`src/hdl/cartridge_bank_mapper_with_line_irq_unit_macros.svh`:
```
// Assertion macros for the cartridge bank mapper.
// Uses clk_i and rst_ni of the including module; empty when SYNTHESIS is defined.
`ifndef CARTRIDGE_BANK_MAPPER_WITH_LINE_IRQ_UNIT_MACROS_SVH
`define CARTRIDGE_BANK_MAPPER_WITH_LINE_IRQ_UNIT_MACROS_SVH
`ifndef SYNTHESIS
`define CBM_ASSERT(lbl, prop, msg) \
  lbl: assert property (@(posedge clk_i) disable iff (!rst_ni) prop) else $error(msg);
`define CBM_ASSERT_NEVER(lbl, cond, msg) \
  lbl: assert property (@(posedge clk_i) disable iff (!rst_ni) !(cond)) else $error(msg);
`else
`define CBM_ASSERT(lbl, prop, msg)
`define CBM_ASSERT_NEVER(lbl, cond, msg)
`endif
`endif

```
`src/hdl/cbm_pkg.sv`:
```
// Types and constants of the cartridge bank mapper.
// No dependencies.
package cbm_pkg;

  typedef enum logic [1:0] {
    FUNC_WRITE  = 2'd0,
    FUNC_TICK   = 2'd1,
    FUNC_LOOKUP = 2'd2
  } func_e;

  // Low two address bits of a write in the program/IRQ window.
  typedef enum logic [1:0] {
    SEL_PRG_LOW  = 2'd0,
    SEL_PRG_HIGH = 2'd1,
    SEL_IRQ_OFF  = 2'd2,
    SEL_IRQ_ON   = 2'd3
  } sel_e;

  typedef enum logic [1:0] {
    CFG_PATTERN_MASK = 2'd0,
    CFG_PROGRAM_MASK = 2'd1
  } cfg_index_e;

  localparam logic [15:0] PATTERN_WIN_LO = 16'h6000;
  localparam logic [15:0] PATTERN_WIN_HI = 16'h6FFF;
  localparam logic [15:0] PROGRAM_WIN_END = 16'h7FFF;
  localparam logic [3:0]  LINE_LIMIT = 4'd8;

  typedef struct packed {
    logic [1:0]  func;
    logic [15:0] cpu_address;
    logic [7:0]  write_data;
    logic [12:0] ppu_address;
  } in_item_t;

  typedef struct packed {
    logic        irq_line;
    logic [18:0] pattern_rom_address;
    logic [7:0]  program_bank_low;
    logic [7:0]  program_bank_high;
  } out_item_t;

  // A bank number above the mask is folded by AND, else kept.
  function automatic logic [7:0] clamp_bank(input logic [7:0] value, input logic [7:0] mask);
    clamp_bank = (value > mask) ? (value & mask) : value;
  endfunction

endpackage

```
`src/hdl/cartridge_bank_mapper_with_line_irq_unit.sv`:
```
// Cartridge bank mapper with end-of-line interrupt counter, top level.
// Depends on cbm_pkg and cartridge_bank_mapper_with_line_irq_unit_macros.svh.
//
//   channel | signals                              | direction
//   in      | in_valid_i, in_stall_o, in_data_i    | beat into the block
//   out     | out_valid_o, out_stall_i, out_data_o | beat out of the block
//   cfg     | cfg_we_i, cfg_index_i, cfg_data_i    | register write, no wait
//
// One beat per cycle sustained while the output is not stalled; a beat passes the input register,
// the decode and state update, and the result register before its result is offered.
// Reset clears the bank registers, the counter and the IRQ, and sets both masks to all ones.
// While a result is stalled, one more beat is taken into the input register.
`include "cartridge_bank_mapper_with_line_irq_unit_macros.svh"
module cartridge_bank_mapper_with_line_irq_unit (
  input  logic              clk_i,
  input  logic              rst_ni,
  input  logic              in_valid_i,
  output logic              in_stall_o,
  input  cbm_pkg::in_item_t in_data_i,
  output logic              out_valid_o,
  input  logic              out_stall_i,
  output cbm_pkg::out_item_t out_data_o,
  input  logic              cfg_we_i,
  input  logic [1:0]        cfg_index_i,
  input  logic [7:0]        cfg_data_i
);

  logic               s1_valid_q, s1_valid_d;
  cbm_pkg::in_item_t  s1_data_q;
  logic               out_valid_q, out_valid_d;
  cbm_pkg::out_item_t out_data_q, out_data_d;

  logic [7:0] pattern_mask_q, program_mask_q;
  logic [7:0] pattern_banks_q [4];
  logic [7:0] pattern_banks_d [4];
  logic [7:0] program_banks_q [2];
  logic [7:0] program_banks_d [2];
  logic       counter_en_q, counter_en_d;
  logic [3:0] line_count_q, line_count_d;
  logic       irq_pending_q, irq_pending_d;

  logic in_accept;
  logic advance;

  assign advance    = s1_valid_q && !(out_valid_q && out_stall_i);
  assign in_stall_o = s1_valid_q && out_valid_q && out_stall_i;
  assign in_accept  = in_valid_i && !in_stall_o;

  assign s1_valid_d  = in_accept ? 1'b1 : (advance ? 1'b0 : s1_valid_q);
  assign out_valid_d = advance || (out_valid_q && out_stall_i);

  // Decode of the beat in the input register and the resulting state.
  always_comb begin
    logic [1:0]  sel;
    logic [1:0]  pbank;
    logic [15:0] addr;
    pattern_banks_d = pattern_banks_q;
    program_banks_d = program_banks_q;
    counter_en_d    = counter_en_q;
    line_count_d    = line_count_q;
    irq_pending_d   = irq_pending_q;
    addr            = s1_data_q.cpu_address;
    sel             = addr[1:0];
    pbank           = s1_data_q.ppu_address[12:11];
    out_data_d      = '0;

    case (s1_data_q.func)
      cbm_pkg::FUNC_WRITE: begin
        if (addr >= cbm_pkg::PATTERN_WIN_LO && addr <= cbm_pkg::PATTERN_WIN_HI) begin
          pattern_banks_d[sel] = cbm_pkg::clamp_bank(s1_data_q.write_data, pattern_mask_q);
        end else if (addr > cbm_pkg::PATTERN_WIN_HI && addr < cbm_pkg::PROGRAM_WIN_END) begin
          case (sel)
            cbm_pkg::SEL_PRG_LOW, cbm_pkg::SEL_PRG_HIGH: begin
              program_banks_d[sel[0]] =
                cbm_pkg::clamp_bank(s1_data_q.write_data, program_mask_q);
            end
            cbm_pkg::SEL_IRQ_OFF: begin
              counter_en_d  = 1'b0;
              line_count_d  = '0;
              irq_pending_d = 1'b0;
            end
            default: begin
              counter_en_d  = 1'b1;
              irq_pending_d = 1'b0;
            end
          endcase
        end
      end
      cbm_pkg::FUNC_TICK: begin
        if (counter_en_q && line_count_q < cbm_pkg::LINE_LIMIT) begin
          line_count_d = line_count_q + 4'd1;
          if (line_count_d == cbm_pkg::LINE_LIMIT) begin
            irq_pending_d = 1'b1;
          end
        end
      end
      cbm_pkg::FUNC_LOOKUP: begin
        out_data_d.pattern_rom_address = {pattern_banks_q[pbank], s1_data_q.ppu_address[10:0]};
      end
      default: begin
      end
    endcase

    out_data_d.irq_line          = irq_pending_d;
    out_data_d.program_bank_low  = program_banks_d[0];
    out_data_d.program_bank_high = program_banks_d[1];
  end

  always_ff @(posedge clk_i or negedge rst_ni) begin
    if (!rst_ni) begin
      s1_valid_q      <= 1'b0;
      out_valid_q     <= 1'b0;
      pattern_mask_q  <= 8'hFF;
      program_mask_q  <= 8'hFF;
      pattern_banks_q <= '{default: '0};
      program_banks_q <= '{default: '0};
      counter_en_q    <= 1'b0;
      line_count_q    <= '0;
      irq_pending_q   <= 1'b0;
    end else begin
      s1_valid_q  <= s1_valid_d;
      out_valid_q <= out_valid_d;
      if (advance) begin
        pattern_banks_q <= pattern_banks_d;
        program_banks_q <= program_banks_d;
        counter_en_q    <= counter_en_d;
        line_count_q    <= line_count_d;
        irq_pending_q   <= irq_pending_d;
      end
      if (cfg_we_i) begin
        case (cfg_index_i)
          cbm_pkg::CFG_PATTERN_MASK: pattern_mask_q <= cfg_data_i;
          cbm_pkg::CFG_PROGRAM_MASK: program_mask_q <= cfg_data_i;
          default: begin
          end
        endcase
      end
    end
  end

  always_ff @(posedge clk_i) begin
    if (in_accept) begin
      s1_data_q <= in_data_i;
    end
    if (advance) begin
      out_data_q <= out_data_d;
    end
  end

  assign out_valid_o = out_valid_q;
  assign out_data_o  = out_data_q;

  `CBM_ASSERT_NEVER(a_count_range, line_count_q > cbm_pkg::LINE_LIMIT, "line count above limit")
  `CBM_ASSERT(a_irq_at_limit, irq_pending_q |-> line_count_q == cbm_pkg::LINE_LIMIT,
              "IRQ without full count")
  `CBM_ASSERT(a_irq_from_tick,
              $rose(irq_pending_q) |-> $past(advance) && $past(s1_data_q.func) == cbm_pkg::FUNC_TICK,
              "IRQ raised by a beat other than a tick")

endmodule

```
`config.mk`:
```
export PLATFORM = sky130hd
export DESIGN_NAME = cartridge_bank_mapper_with_line_irq_unit
export DESIGN_NICKNAME = d
export VERILOG_FILES = /design/src/hdl/cbm_pkg.sv /design/src/hdl/cartridge_bank_mapper_with_line_irq_unit.sv
export VERILOG_INCLUDE_DIRS = /design/src /design/src/hdl
export SDC_FILE = /design/constraint.sdc
export NUM_CORES = 1
export LEC_CHECK = 0
export BUFFER_PORTS_ARGS = -buffer_cell sky130_fd_sc_hd__buf_2
export CAP_MARGIN = 20
export CORE_UTILIZATION = 50
export CTS_BUF_LIST = sky130_fd_sc_hd__clkbuf_2 sky130_fd_sc_hd__clkbuf_4 sky130_fd_sc_hd__clkbuf_8
export CTS_CLUSTER_DIAMETER = 100
export DETAILED_ROUTE_END_ITERATION = 7
export PLACE_DENSITY = 0.71
export SYNTH_ARGS = -nofsm -noshare
export SYNTH_HDL_FRONTEND = slang
export SYNTH_SLANG_ARGS = --single-unit
```
`constraint.sdc`:
```
create_clock -name clk_i -period 2.35 [get_ports clk_i]
set_input_delay 0.47 -clock clk_i [delete_from_list [all_inputs] [get_ports clk_i]]
set_output_delay 0.47 -clock clk_i [all_outputs]
set_load 0.01 [all_outputs]
```
Word-level counts from Yosys, hierarchy flattened:

Cells that the tools add are included.

* eq/ne operators: 10
* magnitude comparators: 12
* reduce and logical (&&, ||, !) cells: 24
* mux-type cells: 29
* add/subtract/negate cells: 1
* bitwise logic cells: 7

Operator list (count)
* 16-bit 2-to-1 mux: 4
* 8-bit 2-to-1 mux: 6
* 32-bit bitwise mux: 1
* 8-bit bitwise AND: 2
* 8-bit binary-select mux with 2-bit select: 1
* 16-bit bitwise mux: 1
* 8-bit demux with 2-bit select: 1
* 16-bit by 15-bit greater-or-equal comparator with 1-bit output, second input constant: 1
* 16-bit by 15-bit > comparator with 1-bit output, second input constant: 1
* 8-bit > comparator: 2
* 16-bit by 15-bit less-or-equal comparator with 1-bit output, second input constant: 1
* 16-bit by 15-bit < comparator with 1-bit output, second input constant: 1
* 4-bit 2-to-1 mux: 4
* 1-bit logical AND: 10
* 8-bit demux with 1-bit select: 1
* 4-bit case mux with 2 select lines: 1
* 1-bit 2-to-1 mux: 7
* 2-bit by 1-bit == test with 1-bit output, second input constant: 3
* 3-bit greater-or-equal comparator, second input constant: 2
* 2-bit zero test: 3
* 2-bit != test, second input constant: 3
* 2-bit inverter with 3-bit output: 2
* 6-bit AND reduction: 1
* 5-bit AND reduction: 1
* other kinds (17): 23

* register bits: 147
* logic and storage cells: 104
* input port bits: 54
* output and inout port bits: 38

Logic depth before layout (Yosys ltp):

Gate-level depths: netlist of the first run.

* word-level depth: 10
* mapped depth: 9
* depth with buffers taken out: 8

Worst setup path before layout of the first run:

OpenSTA, ideal clock, no wires.

* kind: input to register
* from: input out_stall_i
* to: register program_banks_q[8] (netlist bit)
* buffers on the path: 1
* data required time: 2225 ps
* arrival: 2398 ps
* slack: -173 ps
* cell stages on the path: 7
* cells stage by stage: nand2_1 nand2_1 inv_1 nand3b_4 or3_1 clkbuf_2 mux2_4

* longest elaborated chain between the ends: 3

Ends and longest elaborated chain
* from (decl): RTL line cartridge_bank_mapper_with_line_irq_unit.sv:21 `input logic out_stall_i,`
* 1-bit logical AND: RTL line cartridge_bank_mapper_with_line_irq_unit.sv:45 `assign advance = s1_valid_q && !(out_valid_q && out_stall_i);`
* 1-bit zero test: RTL line cartridge_bank_mapper_with_line_irq_unit.sv:45
* 1-bit logical AND: RTL line cartridge_bank_mapper_with_line_irq_unit.sv:45
* named net advance: RTL line cartridge_bank_mapper_with_line_irq_unit.sv:43 `logic advance;`
* to (signal assigned): RTL line cartridge_bank_mapper_with_line_irq_unit.sv:125 `program_banks_q <= program_banks_d;`
* to (decl): RTL line cartridge_bank_mapper_with_line_irq_unit.sv:36 `logic [7:0] program_banks_q [2];`

The timed path passes the listed nets, and every way through them passes these cells.
A chain may end at the register's enable or synchronous reset.

==> results of run 1 <==
where the power goes:
| group | switching (µW) | internal (µW) | total, µW |
|---|---|---|---|
| clock network | 906 | 1240 | 2150 |
| logic | 464 | 428 | 891 |
| registers | 119 | 2970 | 3090 |
flip-flops by register name, summed over array words and instances, names as in the netlist:
signal / cells
counter_en_q: 1
pattern_banks_q: 32
s1_data_q: 39
line_count_q: 4
pattern_mask_q: 8
out_data_o: 36
out_valid_o: 1
irq_pending_q: 1
program_mask_q: 8
s1_valid_q: 1
program_banks_q: 16
area by class of cell:
cell class	instances	area, µm²	area share [%]
timing repair buffer	127	754	9.73
tap	168	210	2.71
inverter	19	75.1	0.968
multi-input combinational	301	2200	28.4
clock inverter	11	156	2.02
sequential	147	4070	52.5
clock buffer	21	283	3.65
placed cells by master, fill, tap and decap left out, types with 5 or more instances in the layout:
cell	count
o21ai_1	10
clkinv_2	6
nand4_1	8
mux2i_1	10
mux4_2	8
nor2_1	22
mux2_2	12
and2_1	19
inv_1	17
nor2b_1	6
nand3_1	5
mux2i_2	5
nand2_1	61
buf_2	91
buf_4	33
clkbuf_8	20
dfrtp_1	56
edfxtp_1	75
dfstp_2	16
a21oi_1	20
o21ai_0	44
ha_1	32
repair_timing:
action,CTS,global route
buffers inserted,0,3
setup endpoints to repair,2,16
pin swaps,0,2
resized for setup,2,7
metrics by stage:
step	hold slack, ns	worst slack, ns	setup TNS, ns	std cells	utilization (%)
finish	0.0427	0.0682	0	794	63.5
CTS	0.0271	-0.00192	-0.00268	791	63.1
global placement	0.457	0.0485	0	759	59.4
detailed placement	0.467	-0.0310	-0.0519	759	59.4
global route	0.0495	-0.00143	-0.00143	794	63.5
floorplan	0.174	0.0117	0	482	-
how the worst max path moves through the flow:
stage                            from            end  slack [ns]
finish              program_mask_q[7]  out_data_o[0]        0.07
CTS                 program_mask_q[1]  out_data_o[1]      -0.002
detailed placement  program_mask_q[1]  out_data_o[3]       -0.03
global placement    program_mask_q[1]  out_data_o[3]        0.05
global route        program_mask_q[1]  out_data_o[7]      -0.001
floorplan           program_mask_q[1]  out_data_o[8]        0.01
kinds of logic after synthesis:
| kind of cell | share of synthesized area, % |
|---|---|
| mux | 8.11 |
| flops | 63.9 |
| fa+ha+maj | 6.48 |
| simple gates | 11.2 |
| compound gates | 7.95 |
| buf+inv | 2.32 |
critical path: stages (launching register included):
cell and delay (ns):
dfstp_2 0.54, inv_1 0.04, ha_1 0.31, nand4_1 0.22, a21oi_2 0.22, o22ai_4 0.10
mux2_4 0.33, mux2_2 0.27
routing by layer:
metal | vias up | global-route usage (%) | wire [µm]
met2 | 118 | 33.8 | 6200
met5 | - | 0 | 0
li1 | 1984 | - | -
met4 | 0 | 9.18 | 187
met1 | 1993 | 26.1 | 5680
met3 | 19 | 6.01 | 606
==> results.toml, run 1 <==
[status]
outcome = "finished clean"

[timing]
rsz0062_at_grt = "true"
hold_viol_final = 0
slew_headroom_pct = 61.3
fmax_mhz = 438
worst_slew_pin_slew_ns = 0.580
fin_crit_ns = 2.28
finalCritPeriodShare_pct = 97.1
drv_slew = 0
setup_viol_count_final = 0
skew_ns = 0.00942

[clocking]
clk_latency_ns = 0.45
clockRootBuffer = "clkbuf_8"
numCtsBuffers = 17
clock_path_buffers = 2
cts_tree = "built"
h-tree-depth = 4
cts.clk_slew.worst_paths_ns = 0.08
postCtsHoldBufs = 0
cts.sinks = 147

[logic_synthesis]
synth.area.top_cells = "edfxtp_1 (35%), dfrtp_1 (22%), dfstp_2 (6.6%)"
ys_types = 45
yosysWarnings = 0
synth_top_area_cell = "edfxtp_1"
ys_ff_latch = 147
synth_edf_count = 75
syn_avg_cell_area_um2 = 13.2
syn_inst = 482
ys_seq_area_share_pct = 63.9
synth_commonest_cells = "edfxtp_1 (75), nand2_1 (61), dfrtp_1 (56), o21ai_0 (45), ha_1 (33)"
yosysTopAreaCellShare_pct = 35.3
netlist_area_mm2 = 0.00637
synth-main-ff-cell = "edfxtp_1"
async_reset_ff_share_pct = 49.0
yosysMostFrequentCell = "edfxtp_1"
synth_nets = 569

[flow_run]
maxCapViolations = 0

[power]
max-vdd-ir-drop_mv = 0.411
powerDensity_mw_per_mm2 = 790
finalPower_uw = 6130
power.static_leakage_uw = 0.00339

[floorplanning]
num_rows = 40
die_area_mm2 = 0.0132
io_pins = 92
initial_core_util_pct = 52.2
die_w_um = 115
die_h_um = 115
core_area_mm2 = 0.0122

[cells_and_area]
drive_above_1_share_pct = 35.0
diodes = 0
fillCellCount = 961
fin_area_mm2 = 0.00775
area_growth_pct = 21.7
num-nets-final = 700

[grt]
grt_pass1_vias = 4112
grt_max_degree = 73
grt_usage_pct = 20.8
gr-total-overflow = 0
grt_first_pass_wirelength_mm = 20.1
antenna_found_initial = 0

[critical_path]
cp_max_fo = 4
startpoint_type = "register"
r2r-end = "out_data_o[0]"
r2r-start = "program_mask_q[7]"
worstPathArrival_ns = 2.48
path_class = "reg2reg"
end_kind = "register"
reg2regPathDepth = 7
required_ns = 2.55
r2r_setup_slack_ns = 0.07

[detailed_routing]
wl_per_cell_um = 16.0
drt_pass1_iterations = 5
wl_mm = 12.7
route.detailed.drc = 0
vias = 4114
drt_iter0_drc = 246
viasPerCell = 5.18
antenna_left = 0

[placed_design]
gp_congestion = 0.780
place_area_mm2 = 0.00726
dpl.hpwl_mm = 8.89
io_buffers = 91

[hold_path]
hp-class = "in2async"
Power figures use the tool's default switching activity.
==> inputs of run 2 (changes only) <==
--- a/config.mk
+++ b/config.mk
@@ -8,11 +8,11 @@
 export LEC_CHECK = 0
 export BUFFER_PORTS_ARGS = -buffer_cell sky130_fd_sc_hd__buf_2
 export CAP_MARGIN = 20
-export CORE_UTILIZATION = 50
+export CORE_UTILIZATION = 45
 export CTS_BUF_LIST = sky130_fd_sc_hd__clkbuf_2 sky130_fd_sc_hd__clkbuf_4 sky130_fd_sc_hd__clkbuf_8
 export CTS_CLUSTER_DIAMETER = 100
 export DETAILED_ROUTE_END_ITERATION = 7
-export PLACE_DENSITY = 0.71
+export PLACE_DENSITY = 0.65
 export SYNTH_ARGS = -nofsm -noshare
 export SYNTH_HDL_FRONTEND = slang
 export SYNTH_SLANG_ARGS = --single-unit
==> results.toml, run 2 (synthesis results as in run 1) <==
[floorplanning]
core_area_mm2 = 0.0138
die_w_um = 121
num_rows = 43
io_pins = 92
die_h_um = 121
die_area_mm2 = 0.0146
initial_core_util_pct = 46.1

[critical_path]
reg2regPathDepth = 8
worstPathArrival_ns = 2.49
required_ns = 2.55
crit_end = "out_data_o[0]"
end_kind = "register"
crit_start = "program_mask_q[1]"
r2r-start = "program_mask_q[1]"
r2r-end = "out_data_o[0]"
startpoint_type = "register"
r2r_setup_slack_ns = 0.05
cp_max_fo = 4
path_class = "reg2reg"

[timing]
finalCritPeriodShare_pct = 97.7
fin_crit_ns = 2.30
setup_viol_count_final = 0
drv_slew = 0
fmax_mhz = 435
rsz0062_at_grt = "true"
skew_ns = 0.0111
slew_headroom_pct = 62.0
worst_slew_pin_slew_ns = 0.569
hold_viol_final = 0
finalHoldWorstSlack_ns = 0.0288

[cells_and_area]
drive_above_1_share_pct = 35.2
largest_reg_flops = 39
diodes = 0
num-nets-final = 697
post-route-util_pct = 56.2
layout_commonest_cell = "buf_2"
regMostFlops = "s1_data_q"
final_cells = 803
final_cell_mix = "buf_2 (91), edfxtp_1 (75), nand2_1 (61)"
area_growth_pct = 22.0

[power]
p_sw_share_pct = 25.9
p_int_uw = 4500
power_frac_clock_pct = 34.0
powerDensity_mw_per_mm2 = 781
max-vdd-ir-drop_mv = 0.362
finalPower_uw = 6070
sequentialPowerShare_pct = 50.9
power.static_leakage_uw = 0.00334
p_sw_uw = 1570
pwr-share-comb_pct = 15.1

[clocking]
cts_tree = "built"
cts.sinks = 147
ctsResizeCount = 4
cts_setup_buffers = 0
h-tree-depth = 4
clock_path_buffers = 2
clk_latency_ns = 0.45
cts.clk_slew.worst_paths_ns = 0.09
numCtsBuffers = 17
postCtsHoldBufs = 0
clockRootBuffer = "clkbuf_8"

[placed_design]
io_buffers = 91
gp_congestion = 0.828
dpl.hpwl_mm = 8.98
placed_cells = 771

[detailed_routing]
drt_pass1_iterations = 6
wl_per_cell_um = 15.7
route.detailed.drc = 0
antenna_left = 0
wl_mm = 12.6
vias = 4073
viasPerCell = 5.07
drt_iter0_drc = 207

[grt]
grt_pass1_vias = 4070
grt_max_degree = 73
grt_usage_pct = 18.8
antenna_found_initial = 0
gr-total-overflow = 0
grt_first_pass_wirelength_mm = 20.5

[status]
outcome = "finished clean"

[hold_path]
hp-class = "in2async"

[flow_run]
maxCapViolations = 0
==> run 2: changes by cell type in the layout (fill, tap and decap cells not counted), sizes merged <==
cell      change
bufinv        -1
clkinv        -2
clkbuf        -3
buf           -3
inv           +2
clkinvlp      +4
==> run 2: worst min-delay path by stage <==
stage,from,to,slack (ns),cells after the start
6_report,rst_ni,program_banks_q[13],0.03,2
5_1_grt,rst_ni,program_banks_q[12],0.03,2
4_1_cts,rst_ni,program_banks_q[13],0.04,2
3_5_place_dp,pattern_banks_q[17],pattern_banks_q[17],0.47,2
3_3_place_gp,pattern_banks_q[21],pattern_banks_q[21],0.46,2
2_1_floorplan,rst_ni,counter_en_q,0.17,0
==> run 2: routing by layer <==
metal	vias to the layer above	global-route usage, %	share of wire [%]
li1	1984	-	-
met1	1981	25.0	46
met3	11	5.17	4.3
met5	-	0	0
met4	0	6.33	0.98
met2	97	29.6	49
==> run 2: power groups by stage <==
stage	clock network, µW	logic, µW	registers, µW
after detailed placement	0	841	3140
after global placement	0	812	3130
after CTS	2120	862	3090
final	2070	915	3090
after global routing	2230	1020	3110
after floorplan	0	476	3130
==> run 2: final cells by class <==
class / instances / area [µm²]
Clock inverter: 14 / 178
Sequential cell: 147 / 4070
Fill cell: 1138 / 6060
Multi-Input combinational cell: 301 / 2240
Tap cell: 180 / 225
Inverter: 19 / 75.1
Clock buffer: 18 / 248
Timing Repair Buffer: 124 / 731
==> run 2: per-stage QoR <==
step,setup WS (ns),area [µm²],setup TNS [ns]
global placement,0.0284,7260,0
CTS,-0.0220,7700,-0.0426
global route,-0.0547,7770,-0.185
finish,0.0533,7770,0
floorplan,0.0117,6390,0
detailed placement,-0.0476,7260,-0.100
==> run 2: worst max-delay path, stage by stage (launching register included) <==
cell and delay [ns]:
dfstp_2 0.56, inv_2 0.05, ha_4 0.23, nor2b_1 0.12
o211ai_1 0.19, a21oi_2 0.10, o22ai_4 0.19, mux2_4 0.34
mux2_2 0.26
==> inputs of run 3 (changes only) <==
--- a/config.mk
+++ b/config.mk
@@ -6,13 +6,15 @@
 export SDC_FILE = /design/constraint.sdc
 export NUM_CORES = 1
 export LEC_CHECK = 0
+export ABC_AREA = 1
 export BUFFER_PORTS_ARGS = -buffer_cell sky130_fd_sc_hd__buf_2
 export CAP_MARGIN = 20
+export CORE_MARGIN = 2
 export CORE_UTILIZATION = 45
 export CTS_BUF_LIST = sky130_fd_sc_hd__clkbuf_2 sky130_fd_sc_hd__clkbuf_4 sky130_fd_sc_hd__clkbuf_8
 export CTS_CLUSTER_DIAMETER = 100
 export DETAILED_ROUTE_END_ITERATION = 7
-export PLACE_DENSITY = 0.65
+export PLACE_DENSITY = 0.64
 export SYNTH_ARGS = -nofsm -noshare
 export SYNTH_HDL_FRONTEND = slang
 export SYNTH_SLANG_ARGS = --single-unit
==> results.toml, run 3 <==
[status]
outcome = "finished clean"

[detailed_routing]
wl_per_cell_um = 15.4
vias = 5068
drt_pass1_iterations = 7
route.detailed.drc = 0
drt_iter0_drc = 385
viasPerCell = 4.99
antenna_left = 0
wl_mm = 15.6

[logic_synthesis]
yosys.area_share.simple_pct = 25.0
ys_seq_area_share_pct = 59.1
synth_compound_area_share_pct = 3.85
netlist_area_mm2 = 0.00689
synth_top_family_by_area = "simple AND/OR/NAND/NOR gates"
async_reset_ff_share_pct = 49.0
ys_types = 33
synth.area.top_cells = "edfxtp_1 (33%), dfrtp_1 (20%), nand2_1 (8.9%)"
ys_ff_latch = 147
synth_mux_area_share_pct = 0
yosysWarnings = 0
synthXorXnorAreaFrac_pct = 0.254
synth-main-ff-cell = "edfxtp_1"
synth_edf_count = 75
syn_avg_cell_area_um2 = 9.80
synth_nets = 790
syn_inst = 703
synth_top_area_cell = "edfxtp_1"
yosysTopAreaCellShare_pct = 32.7
synth_commonest_cells = "nand2_1 (164), nand3_1 (84), inv_1 (81), edfxtp_1 (75), nor2_1 (59)"
synthAdderAreaFrac_pct = 5.99
yosysMostFrequentCell = "nand2_1"

[power]
pwr-share-comb_pct = 17.9
p_int_uw = 4510
power.static_leakage_uw = 0.00395
sequentialPowerShare_pct = 51.6
finalPower_uw = 6430
p_sw_uw = 1920
p_sw_share_pct = 29.9
power_frac_clock_pct = 30.5
max-vdd-ir-drop_mv = 0.494
powerDensity_mw_per_mm2 = 799

[timing]
fin_crit_ns = 2.16
worst_slew_pin_slew_ns = 0.775
setup_viol_count_final = 0
fmax_mhz = 463
finalCritPeriodShare_pct = 92.0
fin_setup_tns_ns = 0
skew_ns = 0.0129
rsz0062_at_grt = "false"
drv_slew = 0
slew_headroom_pct = 48.2
hold_viol_final = 0

[critical_path]
r2r-start = "program_mask_q[7]"
r2r-end = "out_data_o[13]"
end_kind = "register"
worstPathArrival_ns = 2.38
startpoint_type = "register"
cp_max_fo = 9
reg2regPathDepth = 10
crit_start = "program_mask_q[7]"
r2r_setup_slack_ns = 0.19
required_ns = 2.56
path_class = "reg2reg"
crit_end = "out_data_o[13]"

[floorplanning]
die_h_um = 128
initial_core_util_pct = 45.7
io_pins = 92
die_w_um = 128
core_area_mm2 = 0.0151
die_area_mm2 = 0.0163
num_rows = 45

[cells_and_area]
num-nets-final = 902
drive_above_1_share_pct = 23.9
area_growth_pct = 16.8
regMostFlops = "s1_data_q"
layout_commonest_cell = "nand2_1"
diodes = 0
largest_reg_flops = 39
final_cell_mix = "nand2_1 (164), buf_2 (91), nand3_1 (84)"
final_cells = 1016
fin_area_mm2 = 0.00805

[clocking]
cts.clk_slew.worst_paths_ns = 0.09
clock_path_buffers = 2
postCtsHoldBufs = 0
cts.sinks = 147
cts_tree = "built"
h-tree-depth = 4
numCtsBuffers = 17
clk_latency_ns = 0.45
cts_setup_buffers = 0
ctsResizeCount = 0
clockRootBuffer = "clkbuf_8"

[placed_design]
dpl.hpwl_mm = 11.5
io_buffers = 91
gp_congestion = 0.922
placed_cells = 984
place_area_mm2 = 0.00765

[flow_run]
maxCapViolations = 0

[grt]
antenna_found_initial = 0
grt_max_degree = 54
gr-total-overflow = 0
grt_pass1_vias = 5039
grt_usage_pct = 20.1
grt_first_pass_wirelength_mm = 25.2

[hold_path]
hp-class = "in2async"
## run 3: power by group through the flow
stage / sequential (µW) / combinational, µW / clock (µW)
after global placement: 3350 / 1130 / 0
final: 3320 / 1150 / 1960
after global routing: 3350 / 1310 / 2130
after detailed placement: 3370 / 1150 / 0
after CTS: 3320 / 1160 / 2020
after floorplan: 3340 / 729 / 0
## run 3: cell families (layout without fill, tap and decap cells)
group,Yosys count,after routing
AOI/OAI and AO/OA,52,52
xor gates and xnor gates,2,2
adders and majority gates,33,33
DFF,147,147
buffers and inverters,102,227
and+or+nand+nor,367,367
## run 3: through the flow
step | setup slack, ns | hold WS (ns) | utilization [%]
global placement | 0.259 | 0.457 | 50.7
floorplan | 0.421 | 0.174 | -
detailed placement | 0.204 | 0.460 | 50.7
finish | 0.189 | 0.0103 | 53.3
global route | 0.0408 | 0.0243 | 53.3
CTS | 0.188 | 0.00130 | 53.3
## run 3: area by class of cell
class                      count  area (µm²)
clock inverter                14         153
fill                        1385        7040
sequential                   147        4070
tap                          188         235
inverter                      93         364
clock buffer                  18         241
timing repair buffer         102         563
multi-input combinational    454        2420
## run 3: worst min-delay path by stage
stage                         end  slack, ns  cells past startpoint                from
3_3_place_gp   pattern_banks_q[2]       0.46                      2  pattern_banks_q[2]
5_1_grt        program_banks_q[4]       0.02                      1              rst_ni
6_report       program_banks_q[4]       0.01                      1              rst_ni
2_1_floorplan        counter_en_q       0.17                      0              rst_ni
4_1_cts        program_banks_q[4]      0.001                      1              rst_ni
3_5_place_dp   pattern_banks_q[1]       0.46                      2  pattern_banks_q[1]
## run 3: worst max-delay path, cell delays in order (launching register included)
cell and delay (ns):
dfstp_2 0.55, inv_1 0.04, ha_1 0.29, nand2_1 0.08, nor2_1 0.17, nand2_1 0.09
nand2_2 0.16, nand2_2 0.16, nand2_1 0.11, nand3_1 0.10, and2_1 0.16
## run 3: metal layers
layer  track usage [%]  part of all wire [%]
met1              27.6                    47
met3              4.38                   5.8
met2              31.6                    46
met4              7.43                   1.7
met5                 0                     0
